### config.mk
export PLATFORM = sky130hd
export DESIGN_NAME = avr_instruction_encoder_unit
export DESIGN_NICKNAME = d
export VERILOG_FILES = /design/src/aie_pkg.sv /design/src/aie_front.sv /design/src/aie_queue.sv /design/src/aie_back.sv /design/src/avr_instruction_encoder_unit.sv
export SDC_FILE = /design/constraint.sdc
export NUM_CORES = 1
export LEC_CHECK = 0
export BUFFER_PORTS_ARGS = -buffer_cell sky130_fd_sc_hd__buf_2
export CAP_MARGIN = 40
export CORE_MARGIN = 5
export CORE_UTILIZATION = 45
export CTS_CLUSTER_DIAMETER = 80
export DETAILED_ROUTE_END_ITERATION = 7
export MAX_ROUTING_LAYER = met4
export REMOVE_ABC_BUFFERS = 1
export SYNTH_ARGS = -nofsm -noshare
export SYNTH_HDL_FRONTEND = slang
export SYNTH_SLANG_ARGS = --single-unit
### constraint.sdc
create_clock -name clk_i -period 6.3 [get_ports clk_i]
set_input_delay 1.26 -clock clk_i [delete_from_list [all_inputs] [get_ports clk_i]]
set_output_delay 1.26 -clock clk_i [all_outputs]
set_load 0.05 [all_outputs]
### src/aie_pkg.sv
// Package for the instruction encoder: payload structs, op and error codes,
// opcode tables and queue sizing. No dependencies.
`default_nettype none

package aie_pkg;

  // Configuration port
  localparam int CFG_IDX_W  = 1;
  localparam int CFG_DATA_W = 22;
  localparam logic [CFG_IDX_W-1:0] CFG_START_ADDRESS = 1'd0;
  localparam logic [CFG_IDX_W-1:0] CFG_NO_MULTIPLY   = 1'd1;

  localparam int ADDR_W = 22;

  // Queue between front and back (power of two)
  localparam int Q_DEPTH = 2;
  localparam int Q_AW    = $clog2(Q_DEPTH);
  localparam int Q_CW    = $clog2(Q_DEPTH + 1);

  // Mnemonic indexes that bound the instruction groups
  localparam logic [6:0] OP_LAST_PLAIN = 7'd24;
  localparam logic [6:0] OP_BCLR       = 7'd26;
  localparam logic [6:0] OP_SER        = 7'd27;
  localparam logic [6:0] OP_TST        = 7'd38;
  localparam logic [6:0] OP_ROL        = 7'd41;
  localparam logic [6:0] OP_BRLAST     = 7'd59;
  localparam logic [6:0] OP_RCALL      = 7'd61;
  localparam logic [6:0] OP_CALL       = 7'd63;
  localparam logic [6:0] OP_BRBC       = 7'd65;
  localparam logic [6:0] OP_MUL        = 7'd77;
  localparam logic [6:0] OP_SBIW       = 7'd79;
  localparam logic [6:0] OP_CBR        = 7'd87;
  localparam logic [6:0] OP_BLD        = 7'd91;
  localparam logic [6:0] OP_OUT        = 7'd93;
  localparam logic [6:0] OP_CBI        = 7'd97;
  localparam logic [6:0] OP_STS        = 7'd99;
  localparam logic [6:0] OP_LD         = 7'd100;
  localparam logic [6:0] OP_ST         = 7'd101;
  localparam logic [6:0] OP_LDD        = 7'd102;
  localparam logic [6:0] OP_STD        = 7'd103;

  // Error codes
  localparam logic [3:0] ERR_NONE    = 4'd0;
  localparam logic [3:0] ERR_HIGHREG = 4'd1;
  localparam logic [3:0] ERR_BRANCH  = 4'd2;
  localparam logic [3:0] ERR_RJMP    = 4'd3;
  localparam logic [3:0] ERR_ABS     = 4'd4;
  localparam logic [3:0] ERR_BITNUM  = 4'd5;
  localparam logic [3:0] ERR_MUL     = 4'd6;
  localparam logic [3:0] ERR_WORDREG = 4'd7;
  localparam logic [3:0] ERR_CONST6  = 4'd8;
  localparam logic [3:0] ERR_IMM8    = 4'd9;
  localparam logic [3:0] ERR_IO6     = 4'd10;
  localparam logic [3:0] ERR_IO5     = 4'd11;
  localparam logic [3:0] ERR_SRAM    = 4'd12;

  // Instruction group decided by the front end
  typedef enum logic [4:0] {
    CL_NONE,
    CL_PLAIN,
    CL_SFLAG,
    CL_ONEREG,
    CL_BRANCH,
    CL_RJUMP,
    CL_ABS,
    CL_BRBIT,
    CL_TWOREG,
    CL_WORDIMM,
    CL_IMM8,
    CL_REGBIT,
    CL_IO6,
    CL_IO5,
    CL_SRAM,
    CL_LD,
    CL_ST,
    CL_DISP
  } aie_cls_e;

  typedef struct packed {
    logic [6:0]         op;
    logic [4:0]         data_reg;
    logic [4:0]         source_reg;
    logic [3:0]         bit_num;
    logic signed [31:0] value;
    logic [3:0]         pointer_mode;
    logic               use_z;
  } aie_in_t;

  typedef struct packed {
    logic [15:0]       first_word;
    logic [15:0]       second_word;
    logic              is_long;
    logic              emitted;
    logic [ADDR_W-1:0] word_address;
    logic [3:0]        error;
  } aie_out_t;

  // Range checks on the value, done at the front
  typedef struct packed {
    logic rel7_ok;
    logic rel12_ok;
    logic abs22_ok;
    logic u6_ok;
    logic u5_ok;
    logic u16_ok;
    logic imm8_ok;
  } aie_chk_t;

  // One classified request in the queue
  typedef struct packed {
    aie_cls_e          cls;
    logic [6:0]        op;
    logic [4:0]        data_reg;
    logic [4:0]        source_reg;
    logic [2:0]        bit_lo;
    logic [21:0]       vlo;
    logic [3:0]        pm;
    logic              use_z;
    logic [ADDR_W-1:0] addr;
    logic [11:0]       rel;
    aie_chk_t          chk;
    logic              emit;
  } aie_item_t;

  localparam logic [15:0] BASE_WORD [128] = '{
    16'h0000,16'h9408,16'h9488,16'h9428,16'h94a8,16'h9418,16'h9498,16'h9478,
    16'h94f8,16'h9448,16'h94c8,16'h9438,16'h94b8,16'h9468,16'h94e8,16'h9458,
    16'h94d8,16'h9588,16'h95a8,16'h9409,16'h9509,16'h9508,16'h9518,16'h95c8,
    16'h95d8,16'h9408,16'h9488,16'hef0f,16'h9400,16'h9401,16'h9403,16'h940a,
    16'h9406,16'h9407,16'h9405,16'h9402,16'h920f,16'h900f,16'h2000,16'h2400,
    16'h0c00,16'h1c00,16'hf001,16'hf401,16'hf000,16'hf400,16'hf400,16'hf000,
    16'hf002,16'hf402,16'hf404,16'hf004,16'hf005,16'hf405,16'hf006,16'hf406,
    16'hf003,16'hf403,16'hf007,16'hf407,16'hc000,16'hd000,16'h940c,16'h940e,
    16'hf000,16'hf400,16'h0c00,16'h1c00,16'h1800,16'h0800,16'h2000,16'h2800,
    16'h2400,16'h1400,16'h0400,16'h1000,16'h2c00,16'h9c00,16'h9600,16'h9700,
    16'h5000,16'h4000,16'h7000,16'h6000,16'h6000,16'h3000,16'he000,16'h7000,
    16'hfc00,16'hfe00,16'hfa00,16'hf800,16'hb000,16'hb800,16'h9900,16'h9b00,
    16'h9a00,16'h9800,16'h9000,16'h9200,16'h0000,16'h0000,16'h0000,16'h0000,
    16'h0000,16'h0000,16'h0000,16'h0000,16'h0000,16'h0000,16'h0000,16'h0000,
    16'h0000,16'h0000,16'h0000,16'h0000,16'h0000,16'h0000,16'h0000,16'h0000,
    16'h0000,16'h0000,16'h0000,16'h0000,16'h0000,16'h0000,16'h0000,16'h0000
  };

  // Pointer modes X,X+,-X,Y,Y+,-Y,Z,Z+,-Z; unused codes never index here
  localparam logic [15:0] LOAD_WORD [16] = '{
    16'h900c,16'h900d,16'h900e,16'h8008,16'h9009,16'h900a,16'h8000,16'h9001,
    16'h9002,16'h0000,16'h0000,16'h0000,16'h0000,16'h0000,16'h0000,16'h0000
  };
  localparam logic [15:0] STORE_WORD [16] = '{
    16'h920c,16'h920d,16'h920e,16'h8208,16'h9209,16'h920a,16'h8200,16'h9201,
    16'h9202,16'h0000,16'h0000,16'h0000,16'h0000,16'h0000,16'h0000,16'h0000
  };

endpackage

`default_nettype wire

### src/aie_front.sv
// Front end: takes requests, sorts them into groups, runs the range checks
// and hands out code addresses. Depends on aie_pkg.
`default_nettype none

module aie_front import aie_pkg::*; (
  input  wire logic                  clk_i,
  input  wire logic                  rst_ni,
  input  wire logic                  in_valid_i,
  input  wire aie_in_t               in_data_i,
  output logic                       in_stall_o,
  input  wire logic                  cfg_we_i,
  input  wire logic [CFG_IDX_W-1:0]  cfg_index_i,
  input  wire logic [CFG_DATA_W-1:0] cfg_wdata_i,
  input  wire logic                  q_full_i,
  output logic                       push_o,
  output aie_item_t                  item_o
);

  logic [ADDR_W-1:0] code_addr_q, code_addr_d;
  logic              accept;
  aie_cls_e          cls;
  logic [6:0]        op;
  logic              bit_bad;
  logic              emit;
  logic              long_ins;
  logic signed [33:0] rel_full;
  logic signed [31:0] v;

  assign op     = in_data_i.op;
  assign v      = in_data_i.value;
  assign accept = in_valid_i && !q_full_i;
  assign in_stall_o = q_full_i;
  assign push_o = accept;

  always_comb begin
    if (op <= OP_LAST_PLAIN)  cls = CL_PLAIN;
    else if (op <= OP_BCLR)   cls = CL_SFLAG;
    else if (op <= OP_ROL)    cls = CL_ONEREG;
    else if (op <= OP_BRLAST) cls = CL_BRANCH;
    else if (op <= OP_RCALL)  cls = CL_RJUMP;
    else if (op <= OP_CALL)   cls = CL_ABS;
    else if (op <= OP_BRBC)   cls = CL_BRBIT;
    else if (op <= OP_MUL)    cls = CL_TWOREG;
    else if (op <= OP_SBIW)   cls = CL_WORDIMM;
    else if (op <= OP_CBR)    cls = CL_IMM8;
    else if (op <= OP_BLD)    cls = CL_REGBIT;
    else if (op <= OP_OUT)    cls = CL_IO6;
    else if (op <= OP_CBI)    cls = CL_IO5;
    else if (op <= OP_STS)    cls = CL_SRAM;
    else if (op == OP_LD)     cls = CL_LD;
    else if (op == OP_ST)     cls = CL_ST;
    else if (op <= OP_STD)    cls = CL_DISP;
    else                      cls = CL_NONE;
  end

  // Groups that carry a bit number drop the instruction when it is above 7
  assign bit_bad  = in_data_i.bit_num[3] &&
                    (cls == CL_SFLAG || cls == CL_BRBIT || cls == CL_REGBIT ||
                     cls == CL_IO5);
  assign emit     = !bit_bad;
  assign long_ins = (cls == CL_ABS) || (cls == CL_SRAM);

  // Relative target against address+1
  assign rel_full = $signed({{2{v[31]}}, v}) -
                    $signed({{(34-ADDR_W){1'b0}}, code_addr_q}) - 34'sd1;

  always_comb begin
    item_o.cls        = cls;
    item_o.op         = op;
    item_o.data_reg   = in_data_i.data_reg;
    item_o.source_reg = in_data_i.source_reg;
    item_o.bit_lo     = in_data_i.bit_num[2:0];
    item_o.vlo        = v[21:0];
    item_o.pm         = (in_data_i.pointer_mode > 4'd8) ? 4'd0 : in_data_i.pointer_mode;
    item_o.use_z      = in_data_i.use_z;
    item_o.addr       = code_addr_q;
    item_o.rel        = rel_full[11:0];
    item_o.chk.rel7_ok  = (rel_full >= -34'sd64) && (rel_full <= 34'sd63);
    item_o.chk.rel12_ok = (rel_full >= -34'sd2048) && (rel_full <= 34'sd2047);
    item_o.chk.abs22_ok = !v[31] && (v[30:22] == '0);
    item_o.chk.u6_ok    = !v[31] && (v[30:6] == '0);
    item_o.chk.u5_ok    = !v[31] && (v[30:5] == '0);
    item_o.chk.u16_ok   = !v[31] && (v[30:16] == '0);
    item_o.chk.imm8_ok  = (v >= -32'sd128) && (v <= 32'sd255);
    item_o.emit       = emit;
  end

  always_comb begin
    code_addr_d = code_addr_q;
    if (cfg_we_i && cfg_index_i == CFG_START_ADDRESS) begin
      code_addr_d = cfg_wdata_i[ADDR_W-1:0];
    end else if (accept && cls != CL_NONE && emit) begin
      code_addr_d = code_addr_q + (long_ins ? ADDR_W'(2) : ADDR_W'(1));
    end
  end

  always_ff @(posedge clk_i or negedge rst_ni) begin
    if (!rst_ni) begin
      code_addr_q <= '0;
    end else begin
      code_addr_q <= code_addr_d;
    end
  end

  // Address moves only on a config write or an accepted request
  a_addr_hold: assert property (@(posedge clk_i) disable iff (!rst_ni)
    (!accept && !cfg_we_i) |=> $stable(code_addr_q))
    else $error("code address changed without a request");

  // A suppressed or unknown instruction leaves the address alone
  a_no_adv: assert property (@(posedge clk_i) disable iff (!rst_ni)
    (accept && !cfg_we_i && (cls == CL_NONE || !emit)) |=> $stable(code_addr_q))
    else $error("code address advanced for a dropped instruction");

endmodule

`default_nettype wire

### src/aie_queue.sv
// Short queue between front and back end, held in flops.
// Depends on aie_pkg for the item type and the depth.
`default_nettype none

module aie_queue import aie_pkg::*; (
  input  wire logic      clk_i,
  input  wire logic      rst_ni,
  input  wire logic      push_i,
  input  wire aie_item_t push_item_i,
  input  wire logic      pop_i,
  output logic           full_o,
  output logic           nonempty_o,
  output aie_item_t      head_o
);

  aie_item_t       entry_q [Q_DEPTH];
  logic [Q_AW-1:0] wr_ptr_q, rd_ptr_q;
  logic [Q_CW-1:0] cnt_q, cnt_d;

  assign full_o     = (cnt_q == Q_CW'(Q_DEPTH));
  assign nonempty_o = (cnt_q != '0);
  assign head_o     = entry_q[rd_ptr_q];

  always_comb begin
    cnt_d = cnt_q;
    if (push_i && !pop_i) begin
      cnt_d = cnt_q + Q_CW'(1);
    end else if (pop_i && !push_i) begin
      cnt_d = cnt_q - Q_CW'(1);
    end
  end

  always_ff @(posedge clk_i or negedge rst_ni) begin
    if (!rst_ni) begin
      wr_ptr_q <= '0;
      rd_ptr_q <= '0;
      cnt_q    <= '0;
    end else begin
      cnt_q <= cnt_d;
      if (push_i) wr_ptr_q <= wr_ptr_q + Q_AW'(1);
      if (pop_i)  rd_ptr_q <= rd_ptr_q + Q_AW'(1);
    end
  end

  always_ff @(posedge clk_i) begin
    if (push_i) begin
      entry_q[wr_ptr_q] <= push_item_i;
    end
  end

  a_no_overflow: assert property (@(posedge clk_i) disable iff (!rst_ni)
    !(push_i && full_o))
    else $error("push into full queue");

  a_no_underflow: assert property (@(posedge clk_i) disable iff (!rst_ni)
    !(pop_i && !nonempty_o))
    else $error("pop from empty queue");

  a_cnt_range: assert property (@(posedge clk_i) disable iff (!rst_ni)
    cnt_q <= Q_CW'(Q_DEPTH))
    else $error("queue count out of range");

endmodule

`default_nettype wire

### src/aie_back.sv
// Back end: packs opcode words from a classified request and holds the
// result in an output register. Depends on aie_pkg.
`default_nettype none

module aie_back import aie_pkg::*; (
  input  wire logic                  clk_i,
  input  wire logic                  rst_ni,
  input  wire logic                  cfg_we_i,
  input  wire logic [CFG_IDX_W-1:0]  cfg_index_i,
  input  wire logic [CFG_DATA_W-1:0] cfg_wdata_i,
  input  wire logic                  q_nonempty_i,
  input  wire aie_item_t             head_i,
  output logic                       pop_o,
  output logic                       out_valid_o,
  input  wire logic                  out_stall_i,
  output aie_out_t                   out_data_o
);

  logic        no_mul_q;
  logic        out_valid_q, out_valid_d;
  aie_out_t    out_q, res;
  logic [15:0] w1, w2;
  logic [3:0]  err;
  logic        lng;
  logic [7:0]  k;
  logic [4:0]  d, s;
  logic [2:0]  b;
  logic [21:0] v;

  assign d = head_i.data_reg;
  assign s = head_i.source_reg;
  assign b = head_i.bit_lo;
  assign v = head_i.vlo;
  assign k = (head_i.op == OP_CBR) ? ~v[7:0] : v[7:0];

  always_comb begin
    w1  = '0;
    w2  = '0;
    err = ERR_NONE;
    lng = 1'b0;
    case (head_i.cls)
      CL_PLAIN: begin
        w1 = '0;
      end
      CL_SFLAG: begin
        w1 = {9'd0, b, 4'd0};
      end
      CL_ONEREG: begin
        if (head_i.op == OP_SER && !d[4]) err = ERR_HIGHREG;
        w1 = {7'd0, d, 4'd0};
        if (head_i.op >= OP_TST) w1 = w1 | {6'd0, d[4], 5'd0, d[3:0]};
      end
      CL_BRANCH: begin
        if (!head_i.chk.rel7_ok) err = ERR_BRANCH;
        w1 = {6'd0, head_i.rel[6:0], 3'd0};
      end
      CL_RJUMP: begin
        if (!head_i.chk.rel12_ok) err = ERR_RJMP;
        w1 = {4'd0, head_i.rel};
      end
      CL_ABS: begin
        if (!head_i.chk.abs22_ok) err = ERR_ABS;
        w1  = {7'd0, v[21:17], 3'd0, v[16]};
        w2  = v[15:0];
        lng = 1'b1;
      end
      CL_BRBIT: begin
        if (!head_i.chk.rel7_ok) err = ERR_BRANCH;
        w1 = {6'd0, head_i.rel[6:0], b};
      end
      CL_TWOREG: begin
        if (head_i.op == OP_MUL && no_mul_q) err = ERR_MUL;
        w1 = {6'd0, s[4], d, s[3:0]};
      end
      CL_WORDIMM: begin
        // pair register must be r24, r26, r28 or r30
        if (!(d[4:3] == 2'b11 && !d[0])) err = ERR_WORDREG;
        if (!head_i.chk.u6_ok && err == ERR_NONE) err = ERR_CONST6;
        w1 = {8'd0, v[5:4], d[2:1], v[3:0]};
      end
      CL_IMM8: begin
        if (!d[4]) err = ERR_HIGHREG;
        if (!head_i.chk.imm8_ok && err == ERR_NONE) err = ERR_IMM8;
        w1 = {4'd0, k[7:4], d[3:0], k[3:0]};
      end
      CL_REGBIT: begin
        w1 = {7'd0, d, 1'b0, b};
      end
      CL_IO6: begin
        if (!head_i.chk.u6_ok) err = ERR_IO6;
        w1 = {5'd0, v[5:4], d, v[3:0]};
      end
      CL_IO5: begin
        if (!head_i.chk.u5_ok) err = ERR_IO5;
        w1 = {8'd0, v[4:0], b};
      end
      CL_SRAM: begin
        if (!head_i.chk.u16_ok) err = ERR_SRAM;
        w1  = {7'd0, d, 4'd0};
        w2  = v[15:0];
        lng = 1'b1;
      end
      CL_LD: begin
        w1 = {7'd0, d, 4'd0} | LOAD_WORD[head_i.pm];
      end
      CL_ST: begin
        w1 = {7'd0, d, 4'd0} | STORE_WORD[head_i.pm];
      end
      CL_DISP: begin
        if (!head_i.chk.u6_ok) err = ERR_SRAM;
        w1 = {2'd0, v[5], 1'b0, v[4:3], 1'b0, d, 1'b0, v[2:0]};
        if (head_i.op == OP_LDD) w1 = w1 | (head_i.use_z ? 16'h8000 : 16'h8008);
        else                     w1 = w1 | (head_i.use_z ? 16'h8200 : 16'h8208);
      end
      default: begin
        w1 = '0;
      end
    endcase
  end

  always_comb begin
    res.word_address = head_i.addr;
    res.first_word   = '0;
    res.second_word  = '0;
    res.is_long      = 1'b0;
    res.emitted      = 1'b0;
    res.error        = ERR_NONE;
    if (head_i.cls != CL_NONE) begin
      if (!head_i.emit) begin
        res.error = ERR_BITNUM;
      end else begin
        res.first_word  = w1 | BASE_WORD[head_i.op];
        res.second_word = lng ? w2 : 16'd0;
        res.is_long     = lng;
        res.emitted     = 1'b1;
        res.error       = err;
      end
    end
  end

  // Take from the queue whenever the output register is free or draining
  assign pop_o = q_nonempty_i && (!out_valid_q || !out_stall_i);

  always_comb begin
    out_valid_d = out_valid_q && out_stall_i;
    if (pop_o) out_valid_d = 1'b1;
  end

  always_ff @(posedge clk_i or negedge rst_ni) begin
    if (!rst_ni) begin
      out_valid_q <= 1'b0;
      no_mul_q    <= 1'b0;
    end else begin
      out_valid_q <= out_valid_d;
      if (cfg_we_i && cfg_index_i == CFG_NO_MULTIPLY) begin
        no_mul_q <= cfg_wdata_i[0];
      end
    end
  end

  always_ff @(posedge clk_i) begin
    if (pop_o) begin
      out_q <= res;
    end
  end

  assign out_valid_o = out_valid_q;
  assign out_data_o  = out_q;

  a_long_emitted: assert property (@(posedge clk_i) disable iff (!rst_ni)
    (out_valid_q && out_q.is_long) |-> out_q.emitted)
    else $error("long result without emitted word");

  a_drop_clean: assert property (@(posedge clk_i) disable iff (!rst_ni)
    (out_valid_q && !out_q.emitted) |->
      (out_q.first_word == 16'd0 && out_q.second_word == 16'd0 &&
       (out_q.error == ERR_BITNUM || out_q.error == ERR_NONE)))
    else $error("dropped instruction carries words");

  a_pop_when_free: assert property (@(posedge clk_i) disable iff (!rst_ni)
    (out_valid_q && out_stall_i) |-> !pop_o)
    else $error("output register overwritten while stalled");

endmodule

`default_nettype wire

### src/avr_instruction_encoder_unit.sv
// Instruction encoder, top level: front end, queue and back end.
// Depends on aie_pkg, aie_front, aie_queue and aie_back.
//
// Use: each request on the input channel (in_valid_i / in_stall_o / in_data_i)
// is one tokenized instruction. Each yields exactly one result on the output
// channel (out_valid_o / out_stall_i / out_data_o): the opcode word, the
// extension word of long instructions, the code address and an error code.
// Flow: a request is classified and written into the queue when it is taken;
// the back end then packs it from the queue head into the output register,
// which offers its result. Throughput is one request per cycle while the
// queue is not full, set by the front end and the single output register.
// The front end keeps the code address, so the queue never waits on the
// back end for address updates.
// Stalls: a two-entry queue sits between the front and back end; when the
// receiver stalls the result holds, the queue fills, and in_stall_o rises
// once both entries are taken.
// Reset: code address and the multiply-disable flag clear to 0, queue and
// output register empty. Writing start_address loads the code address.
`default_nettype none

module avr_instruction_encoder_unit import aie_pkg::*; (
  input  wire logic                  clk_i,
  input  wire logic                  rst_ni,
  input  wire logic                  in_valid_i,
  output logic                       in_stall_o,
  input  wire aie_in_t               in_data_i,
  output logic                       out_valid_o,
  input  wire logic                  out_stall_i,
  output aie_out_t                   out_data_o,
  input  wire logic                  cfg_we_i,
  input  wire logic [CFG_IDX_W-1:0]  cfg_index_i,
  input  wire logic [CFG_DATA_W-1:0] cfg_wdata_i
);

  logic      push, pop, q_full, q_nonempty;
  aie_item_t push_item, head_item;

  aie_front u_front (
    .clk_i       (clk_i),
    .rst_ni      (rst_ni),
    .in_valid_i  (in_valid_i),
    .in_data_i   (in_data_i),
    .in_stall_o  (in_stall_o),
    .cfg_we_i    (cfg_we_i),
    .cfg_index_i (cfg_index_i),
    .cfg_wdata_i (cfg_wdata_i),
    .q_full_i    (q_full),
    .push_o      (push),
    .item_o      (push_item)
  );

  aie_queue u_queue (
    .clk_i       (clk_i),
    .rst_ni      (rst_ni),
    .push_i      (push),
    .push_item_i (push_item),
    .pop_i       (pop),
    .full_o      (q_full),
    .nonempty_o  (q_nonempty),
    .head_o      (head_item)
  );

  aie_back u_back (
    .clk_i        (clk_i),
    .rst_ni       (rst_ni),
    .cfg_we_i     (cfg_we_i),
    .cfg_index_i  (cfg_index_i),
    .cfg_wdata_i  (cfg_wdata_i),
    .q_nonempty_i (q_nonempty),
    .head_i       (head_item),
    .pop_o        (pop),
    .out_valid_o  (out_valid_o),
    .out_stall_i  (out_stall_i),
    .out_data_o   (out_data_o)
  );

endmodule

`default_nettype wire

## Yosys cells after proc, flatten, opt, wreduce, memory -nomap -nowiden

Memory sizes are Yosys's and may differ from the RTL's.
Index checks and enable logic that the tools add are counted.

| cells by class | value |
|---|---|
| reductions and logical operators | 53 |
| equal/unequal tests | 30 |
| bitwise logic cells | 10 |
| order comparisons | 25 |
| mux-type cells | 57 |
| add/subtract/negate cells | 7 |

Operator list:

| kind | number |
|---|---|
| case mux 16 bit (16 select lines) | 1 |
| two-way mux 16 bit | 8 |
| two-way mux 5 bit | 17 |
| less-or-equal comparator 7 bit (second input constant) | 9 |
| == test 5 x 4 -> 1 bit (second input constant) | 11 |
| two-way mux 22 bit | 2 |
| two-way mux 4 bit | 11 |
| case mux 4 bit (11 select lines) | 1 |
| == test 7 bit (second input constant) | 5 |
| >= comparator 34 x 12 -> 1 bit (second input constant) | 1 |
| >= comparator 34 x 7 -> 1 bit (second input constant) | 1 |
| less-or-equal comparator 34 x 12 -> 1 bit (second input constant) | 1 |
| less-or-equal comparator 34 x 7 -> 1 bit (second input constant) | 1 |
| subtractor 34 x 2 -> 34 bit (second input constant) | 1 |
| subtractor 32 x 23 -> 33 bit | 1 |
| >= comparator 32 x 8 -> 1 bit (second input constant) | 1 |
| less-or-equal comparator 32 x 9 -> 1 bit (second input constant) | 1 |
| bitwise OR 14 x 16 -> 16 bit | 2 |
| bitwise OR 9 x 16 -> 16 bit | 2 |
| == test 5 x 3 -> 1 bit (second input constant) | 6 |
| less-or-equal comparator 7 x 6 -> 1 bit (second input constant) | 4 |
| zero test 26 bit | 1 |
| zero test 25 bit | 1 |
| adder 22 bit | 1 |
| other kinds (33) | 92 |

| storage, ports and cells | value |
|---|---|
| bits in registers | 88 |
| memories kept | 4 |
| ROM bits | 2560 |
| word-level logic and storage cells | 199 |
| bits in writable memories | 188 |

Memories:

| name | words | width | read ports | clocked after memory_dff | wr ports | line | source |
|---|---|---|---|---|---|---|---|
| (no name shown) | 128 | 16 | 1 | 0 | 0 | aie_back.sv:132 | `res.first_word = w1 \| BASE_WORD[head_i.op];` |
| (no name shown) | 16 | 16 | 1 | 0 | 0 | aie_back.sv:104 | `w1 = {7'd0, d, 4'd0} \| LOAD_WORD[head_i.pm];` |
| (no name shown) | 16 | 16 | 1 | 0 | 0 | aie_back.sv:107 | `w1 = {7'd0, d, 4'd0} \| STORE_WORD[head_i.pm];` |
| u_queue.entry_q | 2 | 94 | 1 | 0 | 1 | aie_queue.sv:16 | `aie_item_t entry_q [Q_DEPTH];` |

## Logic depth before layout (Yosys ltp)

| depth | value |
|---|---|
| depth after elaboration | 27 |
| gate-level depth with buffers | 16 |

## Cells and area by module

Synthesis repeated with hierarchy kept, for this count alone.

| unflattened totals | value |
|---|---|
| cell total of the unflattened synthesis | 1353 |
| area, all modules | 15757.6 um2 |

By module, submodules not included:

| module | area an instance (um2) | cells an instance | times used |
|---|---|---|---|
| aie_queue | 7183.1 | 309 | 1 |
| aie_back | 4665.7 | 492 | 1 |
| aie_front | 3908.7 | 552 | 1 |

## Least setup slack after synthesis

No wires, ideal clock.

| path | value |
|---|---|
| path type | in2reg |
| start point | input port in_valid_i |
| end point | memory u_queue.entry_q[0][0] (netlist name) (enable) |
| path buffers | 1 |
| library setup time | 0.559 ns |
| arrival time | 5.693 ns |
| data required time | 5.741 ns |
| setup slack | 0.049 ns |
| stages on the path | 3 |
| path through | and2_1 -> clkbuf_1 -> nor2b_1 |

| between the ends | value |
|---|---|
| longest elaborated chain between the ends | 3 |

Ends and longest elaborated chain:

| what | line | source |
|---|---|---|
| start: declaration | avr_instruction_encoder_unit.sv:24 | `input wire logic in_valid_i,` |
| logical AND 1 bit | aie_front.sv:31 | `assign accept = in_valid_i && !q_full_i;` |
| via push | avr_instruction_encoder_unit.sv:35 | `logic push, pop, q_full, q_nonempty;` |
| two-way mux 1 bit | aie_queue.sv:46 | `if (push_i) begin` |
| two-way mux 1 bit (implied by the code) | aie_queue.sv:47 | `entry_q[wr_ptr_q] <= push_item_i;` |
| end: declaration | aie_queue.sv:16 |  |

The timed path passes the listed nets, and every way through them passes these cells.

==> flow_summary.json <==
{
  "grt_setup_unrepaired": "no",
  "cp-end-kind": "flip-flop",
  "via_per_inst": 5.99,
  "rows": 68,
  "setup_violations": 0,
  "cts.sinks": 276,
  "start_kind": "input pin",
  "syn_inst": 1484,
  "max-slew-margin-rel_pct": 35.5,
  "hpwl_mm": 35.5,
  "reg2regPathDepth": 14,
  "worstPathArrival_ns": 5.46,
  "numCtsBuffers": 30,
  "initial_core_util_pct": 45.7,
  "ir_worst_vdd_mv": 0.302,
  "die_h_um": 198,
  "nets": 1752,
  "cts_tree": "built",
  "antenna_left": 0,
  "synth.avg_cell_area_um2": 10.7,
  "cts_max_level": 1,
  "drt_iter0_markers": 1072,
  "maxCapViolCount": 0,
  "hold_viol": 0,
  "min_path_type": "reg2reg",
  "grtUsageTotal_pct": 24.6,
  "crit_type": "in2reg",
  "max_slew.worst_pin.slew_ns": 0.941,
  "grt_max_degree": 95,
  "clock_latency_ns": 0.59,
  "maxSlewViolCount": 0,
  "cts-resized-gates": 0,
  "diodes": 0,
  "synth_top_area_share_pct": 46.9,
  "seq_area_frac_synth_pct": 51.3,
  "async_flop_share_pct": 10.1,
  "synth_top_cells_by_area": "edfxtp_1 (47%), dfrtp_1 (4.4%), mux2i_1 (3.7%)",
  "yosysWarnings": 0,
  "vias": 12600,
  "core-area_um2": 34700,
  "max_freq_mhz": 198,
  "final_util_pct": 52.3,
  "ys_types": 99,
  "fin_setup_tns_ns": 0,
  "path_max_fanout": 10,
  "post_cts_buffers": 0,
  "p_leak_nw": 6.71,
  "overflow": 0,
  "worst_hold_slack_ns": 0.479,
  "drive_above_1_share_pct": 18.7,
  "min_period_ns": 5.06,
  "syn_to_final_growth_pct": 14.4,
  "hold_depth": 0,
  "die-area_um2": 39100,
  "drc": 0,
  "clockBufferDepth": 3,
  "drt-wirelength-per-cell_um": 22.8,
  "antenna_found_initial": 0,
  "cts-hold-fix-buffers": 0,
  "synth_seq_cells": 276,
  "r2r_slack_ns": 1.49,
  "setup.worst_path.start": "in_data_i[5]",
  "clk_pin_slew_worst_paths_ns": 0.06,
  "r2r-start": "u_front.code_addr_q[4]$_DFFE_PN0P_",
  "crit_required_ns": 6.70,
  "ctsRootBufferMaster": "clkbuf_16",
  "gp_congestion": 0.945,
  "timing.rr.end": "u_queue.entry_q[0][7]$_DFFE_PP_",
  "grt_pass1_wl_mm": 73.0,
  "die_x_um": 198,
  "synth_edf_count": 248,
  "grt_pass1_vias": 12100,
  "finalWirelength_mm": 47.8,
  "syn_area_um2": 15900,
  "whs_endpoint": "u_queue.entry_q[1][37]$_DFFE_PP_",
  "status": "complete, no violations",
  "synth_flop_cell": "edfxtp_1",
  "finalCritPeriodShare_pct": 80.3,
  "fin_skew_ns": 0.0283,
  "port_buffers": 147,
  "drt-pass1-iter-count": 6,
  "io_pins": 148,
  "min-delay-start": "u_front.code_addr_q[17]$_DFFE_PN0P_",
  "cellPowerDensity_nw_per_um2": 474,
  "synth_top_cell_by_area": "edfxtp_1"
}
## worst max-delay path by stage
| stage | to | cells after the start |
|---|---|---|
| after floorplan | u_back.out_data_o[46]$_SDFFCE_PN0P_ | 8 |
| after detailed placement | u_queue.entry_q[0][7]$_DFFE_PP_ | 16 |
| final | u_queue.entry_q[0][7]$_DFFE_PP_ | 16 |
| after CTS | u_queue.entry_q[0][7]$_DFFE_PP_ | 16 |
| after global placement | u_queue.entry_q[1][7]$_DFFE_PP_ | 16 |
| after global routing | u_queue.entry_q[0][7]$_DFFE_PP_ | 16 |
## cells in the mapped netlist, drive strengths merged, types with 6 or more instances
cell,instances
nand2,153
xor2,23
mux2,43
nor4,20
o211ai,18
o221ai,9
and2,12
nor2b,14
a32oi,6
nand2b,9
a22oi,8
nand4,23
and4,7
or2,8
edfxtp,248
or3,14
o21a,8
ha,43
a221oi,8
a21oi,65
o22ai,28
buf,25
o21ai,89
a31oi,25
nor3,40
inv,55
xnor2,49
a211oi,24
a21o,9
nor2,130
mux2i,59
clkbuf,40
dfrtp,28
nand3,46
and3,14
## metal layers
metal / global-route usage, % / wire length (um) / vias to the layer above
met5: - / 0 / -
met4: 5.36 / 1130 / 0
met3: 2.89 / 2910 / 70
met2: 37.0 / 21600 / 402
met1: 36.1 / 22100 / 6164
li1: - / - / 5934
## layout make-up
class                           count  area (um^2)
Inverter                           55          206
Clock inverter                     15          159
Sequential cell                   276         8150
Timing Repair Buffer              170          921
Clock buffer                       41          896
Fill cell                        3152        16500
Tap cell                          455          569
Multi-Input combinational cell   1088         7260
## registers in the layout, summed over array words and instances, names as in the netlist
register / flops
u_queue.entry_q: 188
u_queue.rd_ptr_q: 1
u_queue.cnt_q: 2
u_back.no_mul_q: 1
u_back.out_valid_o: 1
u_front.code_addr_q: 22
u_back.out_data_o: 60
u_queue.wr_ptr_q: 1
## layout by cell type, fill, tap and decap left out, drive strengths merged, types with 41 or more instances in the layout
master  count
edfxtp    248
buf       170
nand2     153
nor2      130
o21ai      89
a21oi      65
inv        61
mux2i      59
xnor2      49
nand3      46
mux2       43
ha         43
clkbuf     41
## cell families (layout without fill, tap and decap cells)
group / after synthesis / in the layout / share of synthesized area (%)
AND/OR/NAND/NOR: 512 / 512 / 15.9
AO/OA/AOI/OAI: 357 / 357 / 15.3
flip-flops: 276 / 276 / 51.3
buffers and inverters: 120 / 281 / 3.01
multiplexers: 102 / 102 / 6.77
XOR/XNOR: 72 / 72 / 4.02
adder cells (fa/ha/maj): 45 / 45 / 3.64
## report_power, final
part	switching (W)	internal [W]	leakage (nW)
logic	0.00272	0.00113	3.51
clock network	0.000742	0.00109	0.516
registers	0.000219	0.00271	2.69
## worst max-delay path: stages
cell       delay [ns]
buf_2            0.11
inv_1            0.05
ha_1             0.23
fa_1             0.41
and2b_4          0.30
o2111ai_2        0.18
a21boi_1         0.30
o31a_1           0.23
o21ai_0          0.21
a2111oi_4        0.64
nand4_1          0.29
mux2_2           0.34
o21ai_1          0.11
nand4_1          0.12
or4_4            0.54
o22ai_2          0.15
## per-stage QoR
| step | cell area, um^2 | cells | setup slack (ns) | total power (W) |
|---|---|---|---|---|
| after floorplan | 15600 | 1419 | -0.204 | 0.00571 |
| after global placement | 17100 | 2041 | 0.437 | 0.00676 |
| after detailed placement | 17100 | 2044 | 0.676 | 0.00679 |
| after CTS | 18200 | 2100 | 1.26 | 0.00864 |
| after global routing | 18200 | 2100 | 0.982 | 0.00906 |
| final | 18200 | 2100 | 1.24 | 0.00861 |
No activity file was read; power rests on OpenSTA's default activity.
